==> src/hdl/hpdg_pkg.sv <==
// ----------------------------------------------------------------------------
// hpdg_pkg
// Shared types and constants of the Householder poll direction generator.
// ----------------------------------------------------------------------------
package hpdg_pkg;

  // field widths fixed by the interface
  localparam int ROW_W   = 3;
  localparam int COL_W   = 4;
  localparam int VAL_W   = 18;
  localparam int VEC_W   = 16;
  localparam int EXP_W   = 6;
  localparam int SHIFT_W = 4;
  localparam int LIM_W   = 17;
  localparam int CFG_W   = 17;
  localparam int CIDX_W  = 1;

  // configuration register indexes
  localparam logic [CIDX_W-1:0] REG_SHIFT_OFFSET = 1'b0;
  localparam logic [CIDX_W-1:0] REG_CLAMP_LIMIT  = 1'b1;

  // reset values of the configuration registers
  localparam logic signed [EXP_W-1:0] SHIFT_OFFSET_RST = 6'sd0;
  localparam logic [LIM_W-1:0]        CLAMP_LIMIT_RST  = 17'd32768;

  // one in Q3.15
  localparam logic signed [VAL_W-1:0] ONE_Q15 = 18'sd32768;

  typedef logic [ROW_W-1:0] row_t;
  typedef logic [COL_W-1:0] col_t;

  // command from the controller to the datapath
  typedef struct packed {
    logic wr;      // store the input word
    logic fetch;   // read v_i and the row shift for a new row
    logic issue;   // read v_j and start one entry
    row_t row;
    row_t colb;    // column of B, before the negated half
    col_t col;     // column as presented on the output
    logic diag;
    logic neg;
    logic last;
  } dp_cmd_t;

endpackage

==> src/hdl/hpdg_ram.sv <==
// ----------------------------------------------------------------------------
// hpdg_ram
// Generic single write port, single read port RAM with registered read data.
// ----------------------------------------------------------------------------
module hpdg_ram #(
  parameter int WIDTH = 20,
  parameter int DEPTH = 4
) (
  input  logic                                         clk,
  input  logic                                         we,
  input  logic [((DEPTH > 1) ? $clog2(DEPTH) : 1)-1:0] waddr,
  input  logic [WIDTH-1:0]                             wdata,
  input  logic                                         re,
  input  logic [((DEPTH > 1) ? $clog2(DEPTH) : 1)-1:0] raddr,
  output logic [WIDTH-1:0]                             rdata
);

  logic [WIDTH-1:0] mem_r [DEPTH];
  logic [WIDTH-1:0] rdata_r;

  // write port
  always_ff @(posedge clk) begin
    if (we) begin
      mem_r[waddr] <= wdata;
    end
  end

  // registered read port, holds while re is low
  always_ff @(posedge clk) begin
    if (re) begin
      rdata_r <= mem_r[raddr];
    end
  end

  assign rdata = rdata_r;

endmodule

==> src/hdl/hpdg_ctrl.sv <==
// ----------------------------------------------------------------------------
// hpdg_ctrl
// Controller: takes input words and sequences the direction set, one fetch
// per row followed by 2*DIMS entry reads, paced by the datapath pipeline.
// ----------------------------------------------------------------------------
module hpdg_ctrl #(
  parameter int DIMS = 4
) (
  input  logic                    clk,
  input  logic                    rst_n,
  input  logic                    in_valid,
  output logic                    in_ready,
  input  hpdg_pkg::row_t          in_element_index,
  input  logic                    adv,
  output hpdg_pkg::dp_cmd_t       cmd
);
  import hpdg_pkg::*;

  localparam row_t IDX_LIM  = ROW_W'(DIMS);
  localparam row_t LAST_IDX = ROW_W'(DIMS - 1);
  localparam col_t NEG_OFS  = COL_W'(DIMS);

  typedef enum logic [1:0] {
    ST_IDLE,
    ST_FETCH,
    ST_COLS
  } state_t;

  state_t state_r, state_nxt;
  row_t   row_r, row_nxt;
  row_t   colb_r, colb_nxt;
  logic   neg_r, neg_nxt;
  logic   in_acc;

  assign in_ready = (state_r == ST_IDLE);
  assign in_acc   = in_valid && in_ready;

  // build the command for this cycle
  always_comb begin
    cmd       = '0;
    cmd.wr    = in_acc && (in_element_index < IDX_LIM);
    cmd.fetch = (state_r == ST_FETCH) && adv;
    cmd.issue = (state_r == ST_COLS) && adv;
    cmd.row   = row_r;
    cmd.colb  = colb_r;
    cmd.col   = neg_r ? (COL_W'(colb_r) + NEG_OFS) : COL_W'(colb_r);
    cmd.diag  = (colb_r == row_r);
    cmd.neg   = neg_r;
    cmd.last  = (row_r == LAST_IDX) && neg_r && (colb_r == LAST_IDX);
  end

  // advance the row and column counters
  always_comb begin
    state_nxt = state_r;
    row_nxt   = row_r;
    colb_nxt  = colb_r;
    neg_nxt   = neg_r;
    unique case (state_r)
      ST_IDLE: begin
        if (in_acc && (in_element_index == LAST_IDX)) begin
          state_nxt = ST_FETCH;
          row_nxt   = '0;
        end
      end
      ST_FETCH: begin
        if (adv) begin
          state_nxt = ST_COLS;
          colb_nxt  = '0;
          neg_nxt   = 1'b0;
        end
      end
      ST_COLS: begin
        if (adv) begin
          if (colb_r == LAST_IDX) begin
            colb_nxt = '0;
            if (!neg_r) begin
              neg_nxt = 1'b1;
            end else if (row_r == LAST_IDX) begin
              state_nxt = ST_IDLE;
            end else begin
              row_nxt   = row_r + 1'b1;
              state_nxt = ST_FETCH;
            end
          end else begin
            colb_nxt = colb_r + 1'b1;
          end
        end
      end
      default: state_nxt = ST_IDLE;
    endcase
  end

  // hold state and counters
  always_ff @(posedge clk) begin
    if (!rst_n) begin
      state_r <= ST_IDLE;
      row_r   <= '0;
      colb_r  <= '0;
      neg_r   <= 1'b0;
    end else begin
      state_r <= state_nxt;
      row_r   <= row_nxt;
      colb_r  <= colb_nxt;
      neg_r   <= neg_nxt;
    end
  end

  // at most one RAM operation per cycle
  a_one_op: assert property (@(posedge clk) disable iff (!rst_n)
    $onehot0({cmd.wr, cmd.fetch, cmd.issue}))
    else $error("hpdg_ctrl: RAM write and read commands overlap");

  // a final element starts a set and blocks further input
  a_set_start: assert property (@(posedge clk) disable iff (!rst_n)
    (in_acc && (in_element_index == LAST_IDX)) |=> (!in_ready && (row_r == '0)))
    else $error("hpdg_ctrl: set did not start after final element");

  // the last flag only rides on an issued entry of the final row
  a_last_issue: assert property (@(posedge clk) disable iff (!rst_n)
    cmd.issue && cmd.last |=> (state_r == ST_IDLE))
    else $error("hpdg_ctrl: last entry issued but set not closed");

endmodule

==> src/hdl/hpdg_datapath.sv <==
// ----------------------------------------------------------------------------
// hpdg_datapath
// Datapath: vector store, configuration registers and the four-stage entry
// pipeline (RAM read, product, Householder entry with clamp, scale and round).
// ----------------------------------------------------------------------------
module hpdg_datapath #(
  parameter int DIMS = 4
) (
  input  logic                                  clk,
  input  logic                                  rst_n,
  input  hpdg_pkg::dp_cmd_t                     cmd,
  output logic                                  adv,
  input  hpdg_pkg::row_t                        in_element_index,
  input  logic signed [hpdg_pkg::VEC_W-1:0]     in_rand_value,
  input  logic signed [hpdg_pkg::EXP_W-1:0]     in_frame_exp,
  input  logic signed [hpdg_pkg::EXP_W-1:0]     in_mesh_exp,
  input  logic                                  cfg_we,
  input  logic [hpdg_pkg::CIDX_W-1:0]           cfg_index,
  input  logic [hpdg_pkg::CFG_W-1:0]            cfg_data,
  output logic                                  out_valid,
  input  logic                                  out_ready,
  output hpdg_pkg::row_t                        out_row_index,
  output hpdg_pkg::col_t                        out_column_index,
  output logic signed [hpdg_pkg::VAL_W-1:0]     out_direction_value,
  output logic                                  out_last_entry
);
  import hpdg_pkg::*;

  localparam int AW    = (DIMS > 1) ? $clog2(DIMS) : 1;
  localparam int WORD_W = SHIFT_W + VEC_W;
  localparam int SUM_W  = EXP_W + 2;

  // configuration registers
  logic signed [EXP_W-1:0] shift_offset_r;
  logic [LIM_W-1:0]        clamp_limit_r;

  always_ff @(posedge clk) begin
    if (!rst_n) begin
      shift_offset_r <= SHIFT_OFFSET_RST;
      clamp_limit_r  <= CLAMP_LIMIT_RST;
    end else if (cfg_we) begin
      unique case (cfg_index)
        REG_SHIFT_OFFSET: shift_offset_r <= $signed(cfg_data[EXP_W-1:0]);
        REG_CLAMP_LIMIT:  clamp_limit_r  <= cfg_data[LIM_W-1:0];
        default: ;
      endcase
    end
  end

  // row shift: frame - mesh + offset, saturated to 0..15
  logic signed [SUM_W-1:0] shift_sum;
  logic [SHIFT_W-1:0]      shift_sat;

  assign shift_sum = SUM_W'(in_frame_exp) - SUM_W'(in_mesh_exp) + SUM_W'(shift_offset_r);

  always_comb begin
    priority if (shift_sum < 0) begin
      shift_sat = '0;
    end else if (shift_sum > SUM_W'(2**SHIFT_W - 1)) begin
      shift_sat = '1;
    end else begin
      shift_sat = shift_sum[SHIFT_W-1:0];
    end
  end

  // vector and shift store
  logic [WORD_W-1:0] rd_word;
  logic [AW-1:0]     rd_addr;

  assign rd_addr = cmd.fetch ? cmd.row[AW-1:0] : cmd.colb[AW-1:0];

  hpdg_ram #(
    .WIDTH (WORD_W),
    .DEPTH (DIMS)
  ) u_store (
    .clk   (clk),
    .we    (cmd.wr),
    .waddr (in_element_index[AW-1:0]),
    .wdata ({shift_sat, in_rand_value}),
    .re    (cmd.fetch || cmd.issue),
    .raddr (rd_addr),
    .rdata (rd_word)
  );

  // pipeline advances whenever the output register is free or drains
  logic out_valid_r;
  assign adv = !out_valid_r || out_ready;

  // stage A: tags alongside the RAM read
  logic a_vld_r, a_fetch_r;
  row_t a_row_r;
  col_t a_col_r;
  logic a_diag_r, a_neg_r, a_last_r;

  always_ff @(posedge clk) begin
    if (!rst_n) begin
      a_vld_r   <= 1'b0;
      a_fetch_r <= 1'b0;
    end else if (adv) begin
      a_vld_r   <= cmd.issue;
      a_fetch_r <= cmd.fetch;
    end
  end

  always_ff @(posedge clk) begin
    if (adv) begin
      a_row_r  <= cmd.row;
      a_col_r  <= cmd.col;
      a_diag_r <= cmd.diag;
      a_neg_r  <= cmd.neg;
      a_last_r <= cmd.last;
    end
  end

  // stage B: latch v_i on a fetch, form v_i * v_j
  logic signed [VEC_W-1:0]   vi_r;
  logic [SHIFT_W-1:0]        sh_r;
  logic                      b_vld_r;
  logic signed [2*VEC_W-1:0] b_prod_r;
  logic [SHIFT_W-1:0]        b_shift_r;
  row_t                      b_row_r;
  col_t                      b_col_r;
  logic                      b_diag_r, b_neg_r, b_last_r;

  always_ff @(posedge clk) begin
    if (!rst_n) begin
      b_vld_r <= 1'b0;
    end else if (adv) begin
      b_vld_r <= a_vld_r;
    end
  end

  always_ff @(posedge clk) begin
    if (adv) begin
      if (a_fetch_r) begin
        vi_r <= $signed(rd_word[VEC_W-1:0]);
        sh_r <= rd_word[WORD_W-1:VEC_W];
      end
      b_prod_r  <= vi_r * $signed(rd_word[VEC_W-1:0]);
      b_shift_r <= sh_r;
      b_row_r   <= a_row_r;
      b_col_r   <= a_col_r;
      b_diag_r  <= a_diag_r;
      b_neg_r   <= a_neg_r;
      b_last_r  <= a_last_r;
    end
  end

  // stage C: h = [diag] - 2p rounded, clamped, negated for the mirror half
  logic [2*VEC_W-1:0]      p_mag;
  logic [2*VEC_W-1:0]      p_rnd;
  logic [LIM_W-1:0]        p_q;
  logic signed [VAL_W-1:0] p_s;
  logic signed [VAL_W-1:0] h_raw, h_lim, h_clp;

  assign p_mag = b_prod_r[2*VEC_W-1] ? (-b_prod_r) : b_prod_r;
  assign p_rnd = p_mag + (2*VEC_W)'(1 << 13);
  assign p_q   = p_rnd[LIM_W+13:14];
  // restore the sign of the rounded product
  assign p_s   = b_prod_r[2*VEC_W-1] ? -$signed({1'b0, p_q}) : $signed({1'b0, p_q});
  assign h_raw = (b_diag_r ? ONE_Q15 : '0) - p_s;
  assign h_lim = $signed({1'b0, clamp_limit_r});

  always_comb begin
    priority if (h_raw > h_lim) begin
      h_clp = h_lim;
    end else if (h_raw < -h_lim) begin
      h_clp = -h_lim;
    end else begin
      h_clp = h_raw;
    end
  end

  logic                    c_vld_r;
  logic signed [VAL_W-1:0] c_h_r;
  logic [SHIFT_W-1:0]      c_shift_r;
  row_t                    c_row_r;
  col_t                    c_col_r;
  logic                    c_last_r;

  always_ff @(posedge clk) begin
    if (!rst_n) begin
      c_vld_r <= 1'b0;
    end else if (adv) begin
      c_vld_r <= b_vld_r;
    end
  end

  always_ff @(posedge clk) begin
    if (adv) begin
      c_h_r     <= b_neg_r ? -h_clp : h_clp;
      c_shift_r <= b_shift_r;
      c_row_r   <= b_row_r;
      c_col_r   <= b_col_r;
      c_last_r  <= b_last_r;
    end
  end

  // output stage: scale by 2^shift, drop 15 fraction bits rounding away
  logic [LIM_W-1:0]    h_mag;
  logic [31:0]         h_scl;
  logic [31:0]         h_rnd;
  logic [LIM_W-1:0]    q_mag;
  logic signed [VAL_W-1:0] q_val;

  assign h_mag = c_h_r[VAL_W-1] ? LIM_W'(-c_h_r) : c_h_r[LIM_W-1:0];
  assign h_scl = 32'(h_mag) << c_shift_r;
  assign h_rnd = h_scl + 32'(1 << 14);
  assign q_mag = h_rnd[LIM_W+14:15];
  assign q_val = c_h_r[VAL_W-1] ? -$signed({1'b0, q_mag}) : $signed({1'b0, q_mag});

  logic signed [VAL_W-1:0] out_val_r;
  row_t                    out_row_r;
  col_t                    out_col_r;
  logic                    out_last_r;

  always_ff @(posedge clk) begin
    if (!rst_n) begin
      out_valid_r <= 1'b0;
    end else if (adv) begin
      out_valid_r <= c_vld_r;
    end
  end

  always_ff @(posedge clk) begin
    if (adv) begin
      out_val_r  <= q_val;
      out_row_r  <= c_row_r;
      out_col_r  <= c_col_r;
      out_last_r <= c_last_r;
    end
  end

  assign out_valid           = out_valid_r;
  assign out_row_index       = out_row_r;
  assign out_column_index    = out_col_r;
  assign out_direction_value = out_val_r;
  assign out_last_entry      = out_last_r;

  // a fetch slot never carries an entry down the pipe
  a_fetch_no_entry: assert property (@(posedge clk) disable iff (!rst_n)
    !(a_vld_r && a_fetch_r))
    else $error("hpdg_datapath: fetch and entry share stage A");

  // the last word sits in the final row and column
  a_last_pos: assert property (@(posedge clk) disable iff (!rst_n)
    (out_valid_r && out_last_r) |->
      (out_row_r == ROW_W'(DIMS - 1)) && (out_col_r == COL_W'(2*DIMS - 1)))
    else $error("hpdg_datapath: last word at wrong position");

  // the magnitude has only LIM_W bits, so negative full scale never appears
  a_val_range: assert property (@(posedge clk) disable iff (!rst_n)
    out_valid_r |-> (out_val_r != $signed({1'b1, {(VAL_W-1){1'b0}}})))
    else $error("hpdg_datapath: word reached negative full scale");

endmodule

==> src/hdl/householder_poll_direction_gen_unit.sv <==
// ----------------------------------------------------------------------------
// householder_poll_direction_gen_unit
// Top level: collects a Q1.15 unit vector and emits the [B | -B] poll
// direction matrix derived from its Householder reflection.
// ----------------------------------------------------------------------------
// Each input word loads one element v[k] with its row shift (frame - mesh +
// shift_offset, saturated to 0..15); words with an index of DIMS or more are
// dropped. A non-final element is accepted whenever the unit is idle. The
// element with index DIMS-1 starts a set of 2*DIMS*DIMS output words in
// row-major order, and the input stays blocked while the set is sequenced:
// each row first fetches v_i and its shift from the single read port of the
// vector store, then reads the 2*DIMS entries of the row, pausing while the
// output stalls. Output words leave at up to one per cycle while out_ready is
// high; the next set may load while the tail of the previous one drains.
// Configuration writes take effect at once and belong to idle periods only.
module householder_poll_direction_gen_unit #(
  parameter int DIMS = 4
) (
  input  logic                                 clk,
  input  logic                                 rst_n,
  input  logic                                 in_valid,
  output logic                                 in_ready,
  input  logic [hpdg_pkg::ROW_W-1:0]           in_element_index,
  input  logic signed [hpdg_pkg::VEC_W-1:0]    in_rand_value,
  input  logic signed [hpdg_pkg::EXP_W-1:0]    in_frame_exp,
  input  logic signed [hpdg_pkg::EXP_W-1:0]    in_mesh_exp,
  output logic                                 out_valid,
  input  logic                                 out_ready,
  output logic [hpdg_pkg::ROW_W-1:0]           out_row_index,
  output logic [hpdg_pkg::COL_W-1:0]           out_column_index,
  output logic signed [hpdg_pkg::VAL_W-1:0]    out_direction_value,
  output logic                                 out_last_entry,
  input  logic                                 cfg_we,
  input  logic [hpdg_pkg::CIDX_W-1:0]          cfg_index,
  input  logic [hpdg_pkg::CFG_W-1:0]           cfg_data
);
  import hpdg_pkg::*;

  dp_cmd_t cmd;
  logic    adv;

  // sequence loads and the direction set
  hpdg_ctrl #(
    .DIMS (DIMS)
  ) u_ctrl (
    .clk              (clk),
    .rst_n            (rst_n),
    .in_valid         (in_valid),
    .in_ready         (in_ready),
    .in_element_index (in_element_index),
    .adv              (adv),
    .cmd              (cmd)
  );

  // store, compute and present the entries
  hpdg_datapath #(
    .DIMS (DIMS)
  ) u_dp (
    .clk                 (clk),
    .rst_n               (rst_n),
    .cmd                 (cmd),
    .adv                 (adv),
    .in_element_index    (in_element_index),
    .in_rand_value       (in_rand_value),
    .in_frame_exp        (in_frame_exp),
    .in_mesh_exp         (in_mesh_exp),
    .cfg_we              (cfg_we),
    .cfg_index           (cfg_index),
    .cfg_data            (cfg_data),
    .out_valid           (out_valid),
    .out_ready           (out_ready),
    .out_row_index       (out_row_index),
    .out_column_index    (out_column_index),
    .out_direction_value (out_direction_value),
    .out_last_entry      (out_last_entry)
  );

endmodule

==> config.mk <==
export PLATFORM = sky130hd
export DESIGN_NAME = householder_poll_direction_gen_unit
export DESIGN_NICKNAME = d
export VERILOG_FILES = /design/src/hdl/hpdg_pkg.sv /design/src/hdl/hpdg_ram.sv /design/src/hdl/hpdg_ctrl.sv /design/src/hdl/hpdg_datapath.sv /design/src/hdl/householder_poll_direction_gen_unit.sv
export SDC_FILE = /design/constraint.sdc
export NUM_CORES = 1
export LEC_CHECK = 0
export BUFFER_PORTS_ARGS = -buffer_cell sky130_fd_sc_hd__buf_4
export CAP_MARGIN = 15
export CORE_MARGIN = 5
export CORE_UTILIZATION = 45
export DETAILED_ROUTE_END_ITERATION = 10
export SYNTH_ARGS = -nofsm -noshare
export SYNTH_HDL_FRONTEND = slang
export SYNTH_SLANG_ARGS = --single-unit
==> constraint.sdc <==
create_clock -name clk -period 18.2 [get_ports clk]
set_clock_uncertainty 0.05 [all_clocks]
set_input_delay 3.64 -clock clk [delete_from_list [all_inputs] [get_ports clk]]
set_output_delay 3.64 -clock clk [all_outputs]
set_load 0.01 [all_outputs]
# After elaboration in Yosys (flattened, before gate mapping)
# Memories as Yosys holds them, arrays and structs flattened. A register that Yosys moved wholly into a read port is not among the register bits.
# Index checks and enable logic that the tools add are counted.
# Widths: inputs -> output; s select.
totals:
  word_cells: 126
  n_memories: 1
  ff_bits: 169
  mem_bits_rw: 80
  input_bits: 54
memory_table:
  columns: ["name", "words", "width", "rd", "rd_ports_with_merged_regs", "wr", "line_no", "text"]
  rows:
  - ["u_dp.u_store.mem_r", 4, 20, 1, 1, 1, "hpdg_ram.sv:18", "logic [WIDTH-1:0] mem_r [DEPTH];"]
classes:
  reduce_logical: 20
  bitwise: 1
  multipliers: 1
  add_sub_neg: 14
  mux: 35
  eq_ne: 12
  shift: 1
  n_lt_le_gt_ge: 5
op_table:
  columns: ["operator", "count"]
  rows:
  - ["$mux 18", 4]
  - ["$neg 17->18", 3]
  - ["$mux 17", 2]
  - ["$add 32x15->32 const B", 1]
  - ["$mul 16x16->32", 1]
  - ["$shl 17x4->32", 1]
  - ["$add 31x14->31 const B", 1]
  - ["$mux 31", 1]
  - ["$neg 31->31", 1]
  - ["$mux 3", 9]
  - ["$gt 18x18->1", 1]
  - ["$lt 18x18->1", 1]
  - ["$neg 18->18", 1]
  - ["$sub 18x18->18", 1]
  - ["$neg 17->17", 1]
  - ["$mux 16", 1]
  - ["$mux 2", 6]
  - ["$pmux 3 s2", 2]
  - ["$eq 3x2->1 const B", 3]
  - ["$add 7x6->8", 1]
  - ["$gt 8x5->1 const B", 1]
  - ["$lt 8x1->1 const B", 1]
  - ["$mux 4", 2]
  - ["$logic_and 1x1->1", 7]
  - ["other kinds (22)", 36]

# Depth between registers and ports, before layout
# Gate-level depths: netlist of the first run.
logic_depth:
  ltp_word: 11
  mapped_depth: 45
  mapped_depth_nobuf: 38

# Cells and area by module
# From an unflattened synthesis of the first run, not the netlist that was laid out.
hier_totals:
  cells_unflattened: 2511
  area_unflattened_um2: 25804.7
modules_own_cells:
  columns: ["module", "area_each_um2", "cells_each", "instances"]
  rows:
  - ["hpdg_datapath", 21678.3, 2311, 1]
  - ["hpdg_ram", 3517.1, 128, 1]
  - ["hpdg_ctrl", 609.3, 72, 1]

# Least setup slack after synthesis of the first run
# Ideal clock, no wire load.
synth_timing:
  kind: "register to register"
  from: "register u_dp.b_prod_r[31]"
  to: "register u_dp.c_h_r[14] (data pin)"
  stages_incl_launch_ff: 42
  required_ns: 17.879
  arrival_ns: 9.307
  setup_slack_ns: 8.572
  n_path_buf: 10
  path_cell_list: "edfxtp_1 -> clkbuf_1 -> clkbuf_1 -> buf_1 -> clkbuf_1 -> clkbuf_1 -> clkbuf_1 -> nand2_1 -> xnor2_1 -> ha_1 -> clkbuf_1 -> xor2_1 -> xor2_1 -> ha_1 -> or3b_2 -> nor2_1 -> nand2_1 -> o21ai_0 -> [6 not listed] -> and4_1 -> a221o_1 -> a21o_1 -> a211oi_1 -> or3_1 -> nor2_1 -> and4b_1 -> clkbuf_1 -> or3_1 -> buf_6 -> clkbuf_1 -> a21oi_1 -> ha_1 -> nand4_1 -> mux2_4 -> o21a_1 -> o31ai_1 -> xnor2_1"
synth_via:
  elab_chain_cells: 10
  elab_cells_between_ends: 11
synth_rtl:
  columns: ["element", "line_no", "text"]
  rows:
  - ["start, declared", "hpdg_datapath.sv:119", "logic signed [2*VEC_W-1:0] b_prod_r;"]
  - ["start signal, assigned", "hpdg_datapath.sv:139", "b_prod_r <= vi_r * $signed(rd_word[VEC_W-1:0]);"]
  - ["$mux 31", "hpdg_datapath.sv:156", "assign p_mag = b_prod_r[2*VEC_W-1] ? (-b_prod_r) : b_prod_r;"]
  - ["$add 31x14->31", "hpdg_datapath.sv:157", "assign p_rnd = p_mag + (2*VEC_W)'(1 << 13);"]
  - ["$neg 17->18", "hpdg_datapath.sv:160", "assign p_s = b_prod_r[2*VEC_W-1] ? -$signed({1'b0, p_q}) : $signed({1'b0, p_q});"]
  - ["$mux 18 (*)", "hpdg_datapath.sv:160", null]
  - ["$sub 18x18->18 (*)", "hpdg_datapath.sv:161", "assign h_raw = (b_diag_r ? ONE_Q15 : '0) - p_s;"]
  - ["$lt 18x18->1", "hpdg_datapath.sv:167", "end else if (h_raw < -h_lim) begin"]
  - ["$mux 18", "hpdg_datapath.sv:167", null]
  - ["$mux 18 (*)", "hpdg_datapath.sv:165", "priority if (h_raw > h_lim) begin"]
  - ["$neg 18->18", "hpdg_datapath.sv:191", "c_h_r <= b_neg_r ? -h_clp : h_clp;"]
  - ["$mux 18 (*)", "hpdg_datapath.sv:191", null]
  - ["end signal, assigned", "hpdg_datapath.sv:191", null]
  - ["end, declared", "hpdg_datapath.sv:175", "logic signed [VAL_W-1:0] c_h_r;"]
# Mark *: on every way between the ends. The rest lies on a longest branch, timed or not.
# A chain may end at the register's enable or synchronous reset.

# Worst setup path in the final report of the first run
layout_timing:
  from: "register u_dp.b_prod_r[7]"
  to: "register u_dp.c_h_r[14] (data pin)"
layout_via:
  elab_chain_cells: 11
  elab_cells_between_ends: 12
layout_rtl:
  columns: ["element", "line_no"]
  rows:
  - ["$neg 31->31", "hpdg_datapath.sv:156"]
  - ["$mux 31 (*)", "hpdg_datapath.sv:156"]
  - ["$add 31x14->31 (*)", "hpdg_datapath.sv:157"]
  - ["$neg 17->18", "hpdg_datapath.sv:160"]
  - ["$mux 18 (*)", "hpdg_datapath.sv:160"]
  - ["$sub 18x18->18 (*)", "hpdg_datapath.sv:161"]
  - ["$lt 18x18->1", "hpdg_datapath.sv:167"]
  - ["$mux 18", "hpdg_datapath.sv:167"]
  - ["$mux 18 (*)", "hpdg_datapath.sv:165"]
  - ["$neg 18->18", "hpdg_datapath.sv:191"]
  - ["$mux 18 (*)", "hpdg_datapath.sv:191"]
# Marked as above.

==> results.txt, run 1 <==
----------------------------------------------------
[Timing]
  Number of failing hold endpoints at the final stage ... 0
  Setup-failing EPs final ... 0
  RSZ-0062 raised after global routing ... no
  Transition time of the tightest slew-check pin ... roughly 1000 ps
  Share of the clock period used by the worst path ... 0.558
  Time the worst path needs with I/O delays and setup ... slightly above 10000 ps
  Achievable clock frequency ... about 100 MHz
  Final count of pins violating max slew ... 0
  Slew HR ... 0.306
  Final Worst Setup Slack ... 8050 ps
  Setup TNS ... 0 ps

[Place]
  Count of buffers from port buffering ... ~80
  Placed Instance Area ... ~27000 um^2
  Worst setup slack before clock tree synthesis ... between 8000 and 9000 ps
  Placer Congestion ... approximately 0.84
  Detail Placement HPWL ... roughly 45000 um

[Floorplanning]
  Count of pins on the block boundary ... 82
  Die Span X ... roughly 250 um
  Die Y ... between 200 and 250 um
  Number of rows in the core area ... 87
  Initial cell density of the core ... 0.455
  Die area ... approximately 62000 um^2
  Core footprint ... ~56000 um^2

[Drt]
  Antenna viol nets, final ... 0
  DRT Wirelength ... 57100 um
  Number of remaining DRC errors ... 0
  Detailed-route vias per instance ... between 5 and 6
  Post-detailed-route wirelength per cell ... 17.1 um
  Router iterations before antenna repair ... 5
  Vias after detailed routing ... approximately 18000
  Drt initial violations ... roughly 840

[Global route]
  Largest net degree at the start of global routing ... 67
  Initial antenna violation count ... 1
  Grt ovf ... 0
  Total routing usage reported by global routing ... 0.184
  First-pass GRT wire length ... a little under 100000 um
  Via count of the first global-routing pass ... ~19000

[Logic synthesis]
  Share of synthesized registers carrying an async set or reset ... 0
  Mapped Cells ... about 2500
  Count of flip-flops with a built-in enable after synthesis ... ~230
  Sequential cell area fraction in the yosys report ... 0.300
  Net count after synthesis ... 3004
  Mean Syn Cell Area ... approximately 10 um^2
  Count of distinct cell types in the synthesized netlist ... 94
  Count of state elements after synthesis ... 269
  Number of synthesis warnings ... 0
  Fraction of post-synthesis cell area in the top cell type by area ... 0.271
  Mapped Area ... around 26000 um^2
  Top cell type by total area after synthesis ... edfxtp_1
  Primary FF master, synth ... edfxtp_1
  Biggest area contributors in the synthesized netlist ... edfxtp_1 (27%), fa_1 (21%), ha_1 (6.8%), inv_1 (5.1%), nand2_1 (4.2%)

[Critical path]
  Arrival time reported for the critical path endpoint ... ~10000 ps
  Required @ worst endpoint ... ~18000 ps
  Max stage delay on crit path ... 650 ps
  CP Max Fanout ... 16
  Type of the worst setup path ... flop to flop
  Max stage delay cell, worst path ... or3_1
  CP endpoint kind ... flop
  Type of element launching the critical path ... flop
  Most used cell, CP ... ha_1

[Cells and area]
  Number of antenna repair diodes ... 0
  Register area ... between 7000 and 8000 um^2
  Number of nets in the layout ... roughly 3000
  Final instance area ... between 20000 and 30000 um^2
  Count of filler cells inserted in the layout ... 5067
  Layout area overhead ... 9.16%
  Proportion of layout cells with a drive suffix above 1 ... 0.0849
  Area used by multi-input combinational logic ... between 15000 and 20000 um^2

[Clock tree]
  Buffer cell driving the clock tree root ... clkbuf_16
  Number of buffers on the longest clock path ... 3
  Insertion delay to the later sink of the worst-skew pair ... ~610 ps
  Count of instances resized after the clock tree is built ... 0
  Number of buffers inserted by post-CTS setup repair ... 0
  Cts-stage hold buffer count ... 0
  Clock sink count ... about 270
  CTS Buf Count ... 30
  Clock edge transition at the registers on the reported setup and hold paths ... 60 ps
  CTS H-tree lvls ... 1
  Clock tree from TritonCTS ... built

[Flow run]
  MaxCap Viol Count ... 0

[Outcome]
  Status ... completed

[Hold path]
  Path category of the worst min-delay check ... flop to flop

----------------------------------------------------
flip-flops by register name, summed over array words and instances (netlist names), 6 cells and up:
signal                    count
u_dp.out_direction_value     18
u_dp.clamp_limit_r           17
u_dp.b_prod_r                32
u_dp.shift_offset_r           6
u_dp.u_store.mem_r           80
u_dp.vi_r                    16
u_dp.u_store.rdata           20
u_dp.c_h_r                   18
synthesized netlist by cell type, drive strengths merged, types with 13 or more instances:
cell    instances
inv           353
nand2         291
fa            268
edfxtp        232
ha            140
xnor2         119
and2          113
nor2          108
clkbuf         88
a21oi          81
o21ai          78
xor2           53
nor3           47
nand3          44
dfxtp          37
nand2b         32
a21boi         29
mux4           27
mux2i          25
nor2b          22
o211ai         22
o21a           22
or3            21
nor4           20
o31ai          18
or2            17
a211oi         16
a21o           15
a31oi          14
o41ai          14
buf            13
nand4          13
placed cells by master (no fill, tap or decap), types with 32 or more instances in the layout:
cell type,count
and2_1,112
nand2_1,291
dfxtp_1,37
o21ai_0,68
fa_1,268
xnor2_1,118
inv_1,352
nor2_1,108
a21oi_1,81
xor2_1,53
edfxtp_1,232
ha_1,140
clkbuf_16,33
nor3_1,46
nand3_1,44
buf_4,93
nand2b_1,32
logic make-up (layout without fill, tap and decap cells):
logic type / after synthesis / after routing / synth area share
XOR/XNOR: 173 / 173 / 0.0597
AND/OR/NAND/NOR: 773 / 773 / 0.149
AO/OA/AOI/OAI: 400 / 400 / 0.109
multiplexers: 63 / 63 / 0.0383
buffers and inverters: 456 / 504 / 0.0672
adder cells (fa/ha/maj): 408 / 408 / 0.277
flip-flops: 269 / 269 / 0.300
path summary, 6_finish.rpt:
kind | startpoint | end | slack, ps | cells after the start
worst max-delay path | u_dp.b_prod_r[7]$_DFFE_PN_ | u_dp.c_h_r[14]$_DFFE_PN_ | 8050 | 33
worst min-delay path | u_dp.b_col_r[3]$_DFFE_PN_ | u_dp.c_col_r[3]$_DFFE_PN_ | 360 | 0
worst max register to register | u_dp.b_prod_r[7]$_DFFE_PN_ | u_dp.c_h_r[14]$_DFFE_PN_ | 8050 | 33
worst min register to register | u_dp.b_col_r[3]$_DFFE_PN_ | u_dp.c_col_r[3]$_DFFE_PN_ | 360 | 0
layer usage:
layer,wire (um),global-route usage,share of wire,up-vias
met5,0,0,0,-
met4,986,0.0347,0.017,0
met3,2020,0.0190,0.035,57
met2,28500,0.324,0.50,342
met1,25500,0.250,0.45,8948
li1,-,-,-,8687
critical path: cells and delay by family, from the launching register on:
kind | cells | cell delay (ps)
simple gates | 15 | 4890
mux | 1 | 310
fa+ha+maj | 4 | 1190
compound gates | 8 | 1860
xor+xnor | 5 | 1230
flops | 1 | 370
final cells by class:
class	instances	share of cell area
multi-input cells	1817	0.581
flip-flops and latches	269	0.274
inverters	355	0.0475
well taps	756	0.0337
clock buffers	40	0.0307
repair buffers	93	0.0249
clock inverters	16	0.00739
through the flow:
stage	cells	hold WS (ps)	utilization
after floorplan	2542	350	-
after global routing	3346	369	0.497
after CTS	3346	369	0.497
after global placement	3290	351	0.478
final	3346	364	0.497
after detailed placement	3290	355	0.478
Power of run 1 is left out: the tool's default activity adds up to more than one toggle a clock period on the data nets, which glitch-free logic cannot reach.
==> run 2, diff against run 1 <==
ABC_AREA = 1   (was default)
clock period = 8.6 ns   (was 18.2 ns; I/O delays follow)
==> results.txt, run 2 <==
----------------------------------------------------
[Logic synthesis]
  Count of flip-flops with a built-in enable after synthesis ... 232 (unchanged)
  Primary FF master, synth ... edfxtp_1
  Net count after synthesis ... 3495 (+16%)
  Sequential cell area fraction in the yosys report ... 0.301 (+0.00179)
  Biggest area contributors in the synthesized netlist ... edfxtp_1 (27%), fa_1 (21%), nand2_1 (10%), inv_1 (8.7%), ha_1 (6.8%)
  Mean Syn Cell Area ... 8.43 um^2 (-17%)
  Post-synth top cells ... nand2_1 (697), inv_1 (590), fa_1 (268)
  Number of synthesis warnings ... 0 (unchanged)
  Count of distinct cell types in the synthesized netlist ... 50 (-47%)
  Top cell type by total area after synthesis ... edfxtp_1
  Mapped Cells ... 3033 (+19%)
  Count of state elements after synthesis ... 269 (unchanged)
  Fraction of post-synthesis cell area in the top cell type by area ... 0.272 (+0.00162)
  Share of synthesized registers carrying an async set or reset ... 0 (unchanged)
  Mapped Area ... 25600 um^2 (-0.59%)
  Most frequent cell after synthesis ... nand2_1

[Clock tree]
  Cts-stage hold buffer count ... 0 (unchanged)
  Buffer cell driving the clock tree root ... clkbuf_16
  Clock sink count ... 269 (unchanged)
  Number of buffers inserted by post-CTS setup repair ... 0 (unchanged)
  CTS H-tree lvls ... 2 (+1)
  Clock tree from TritonCTS ... built
  Number of buffers on the longest clock path ... 3 (unchanged)
  CTS Buf Count ... 34 (+13%)
  Clock edge transition at the registers on the reported setup and hold paths ... 50 ps (about the same)
  Insertion delay to the later sink of the worst-skew pair ... 540 ps (-70 ps)
  Count of instances resized after the clock tree is built ... 0 (unchanged)

[Timing]
  Share of the clock period used by the worst path ... 0.873 (+0.315)
  Setup TNS ... 0 ps (unchanged)
  Achievable clock frequency ... 133 MHz (+35%)
  Worst Hold Slack ... 366 ps (+1.88 ps)
  Setup-failing EPs final ... 0 (unchanged)
  Slew HR ... 0.269 (-0.0371)
  Transition time of the tightest slew-check pin ... 1090 ps (+53.1 ps)
  Final count of pins violating max slew ... 0 (unchanged)
  Number of failing hold endpoints at the final stage ... 0 (unchanged)
  RSZ-0062 raised after global routing ... no
  Time the worst path needs with I/O delays and setup ... 7510 ps (-2640 ps)

[Drt]
  Antenna viol nets, final ... 0 (unchanged)
  Post-detailed-route wirelength per cell ... 15.8 um (-7.3%)
  Detailed-route vias per instance ... 5.00 (-7.1%)
  Number of remaining DRC errors ... 0 (unchanged)
  Router iterations before antenna repair ... 6 (+1)
  DRT Wirelength ... 60900 um (+6.7%)
  Vias after detailed routing ... 19283 (+6.9%)
  Drt initial violations ... 1311 (+55%)

[Cells and area]
  Register area ... 7710 um^2 (unchanged)
  Number of antenna repair diodes ... 0 (unchanged)
  Final core occ ... 0.497 (about the same)
  Area used by multi-input combinational logic ... 15200 um^2 (-6.8%)
  Count of filler cells inserted in the layout ... 5439 (+7.3%)
  Number of flip-flops under the largest register name ... 80 (unchanged)
  Final Non-Filler Cells ... 3853 (+15%)
  Largest register by flop count ... u_dp.u_store.mem_r
  Layout area overhead ... 9.65%
  Leading cell type in the layout, fill and taps excluded ... nand2_1
  Proportion of layout cells with a drive suffix above 1 ... 0.0923 (+0.00741)
  Commonest cells after routing, fill and taps aside ... nand2_1 (697), inv_1 (589), fa_1 (268), edfxtp_1 (232), nor2_1 (209)
  Number of nets in the layout ... 3536 (+17%)

[Global route]
  Via count of the first global-routing pass ... 19744 (+4.9%)
  Initial antenna violation count ... 0 (-1)
  Grt ovf ... 0 (unchanged)
  Total routing usage reported by global routing ... 0.200 (+0.0160)
  First-pass GRT wire length ... 102000 um (+5.7%)
  Largest net degree at the start of global routing ... 61 (-9.0%)

[Place]
  Count of buffers from port buffering ... 81 (unchanged)
  Number of placed instances with taps included ... 3794 (+15%)
  Placer Congestion ... 0.955 (+13%)
  Detail Placement HPWL ... 48500 um (+8.7%)

[Critical path]
  Most used cell, CP ... nand2_1
  CP endpoint kind ... flop
  Critical path buffers and inverters ... 3 (+3)
  Required @ worst endpoint ... 8820 ps (-9630 ps)
  Largest delay share family, worst path ... simple AND/OR/NAND/NOR gates
  Type of the worst setup path ... flop to flop
  Type of element launching the critical path ... flop
  CP Max Fanout ... 33 (+17)
  Max stage delay cell, worst path ... nand2_1
  Max stage delay on crit path ... 670 ps (+20 ps)
  Arrival time reported for the critical path endpoint ... 7730 ps (-2680 ps)

[Floorplanning]
  Die area ... 61700 um^2 (-0.57%)
  Core footprint ... 56400 um^2 (-0.19%)
  Number of rows in the core area ... 87 (unchanged)
  Count of pins on the block boundary ... 82 (unchanged)
  Die Span X ... 248 um (-0.29%)
  Initial cell density of the core ... 0.454 (-0.00183)
  Die Y ... 248 um (-0.29%)

[Flow run]
  MaxCap Viol Count ... 0 (unchanged)

[Hold path]
  Path category of the worst min-delay check ... flop to flop

[Outcome]
  Status ... completed

----------------------------------------------------
## run 2: cell count changes in the layout (fill, tap and decap cells not counted), moves of 32 or more
cell and change:
and2_1 -107, inv_1 +237, nand2_1 +406, nand2_2 +38, nand2b_1 -32, nand3_1 +85
nor2_1 +101, o21ai_0 +84, xnor2_1 -88
## run 2: metrics by stage
step                area [um^2]  setup WS, ps
floorplan                 25600          2040
global placement          26900          1370
detailed placement        26900          1160
CTS                       28000          1120
global route              28000          30.3
finish                    28000          1090
## run 2: path summary, 6_finish.rpt
path,startpoint,to,slack (ps),cells after the start
worst max register to register,u_dp.b_prod_r[13]$_DFFE_PN_,u_dp.c_h_r[12]$_DFFE_PN_,1090,46
worst min-delay path,u_dp.sh_r[3]$_DFFE_PP_,u_dp.b_shift_r[3]$_DFFE_PN_,370,0
worst min register to register,u_dp.sh_r[3]$_DFFE_PP_,u_dp.b_shift_r[3]$_DFFE_PN_,370,0
worst max-delay path,u_dp.b_prod_r[13]$_DFFE_PN_,u_dp.c_h_r[12]$_DFFE_PN_,1090,46
## run 2: worst reg2reg max path, delay by kind of cell (launching register included)
family                   cells  cell delay, ps
XOR/XNOR                     1             150
flip-flops                   1             430
AND/OR/NAND/NOR             34            4670
buffers and inverters        3             150
AO/OA/AOI/OAI                4             710
adder cells (fa/ha/maj)      4            1070
## run 2: cells by family after synthesis
logic type | Yosys count | share of synthesized area
XOR/XNOR | 112 | 0.0384
multiplexers | 4 | 0.00157
adder cells (fa/ha/maj) | 408 | 0.278
AND/OR/NAND/NOR | 1224 | 0.211
buffers and inverters | 703 | 0.104
flip-flops | 269 | 0.301
AO/OA/AOI/OAI | 313 | 0.0652
## run 2: layout make-up
| type | count | share of cell area |
|---|---|---|
| clock inverter | 22 | 0.00883 |
| sequential | 269 | 0.275 |
| timing repair buffer | 105 | 0.0281 |
| tap | 756 | 0.0337 |
| clock buffer | 37 | 0.0307 |
| multi-input combinational | 2061 | 0.543 |
| inverter | 603 | 0.0808 |
## run 2: layer usage
metal  GRT usage  part of all wire  up-vias
met2       0.338              0.48      438
met5           0                 0        -
met1       0.281              0.46     9234
li1            -                 -     9546
met4      0.0383             0.015        0
met3      0.0252             0.047       65
Power of run 2 is left out for the same reason.
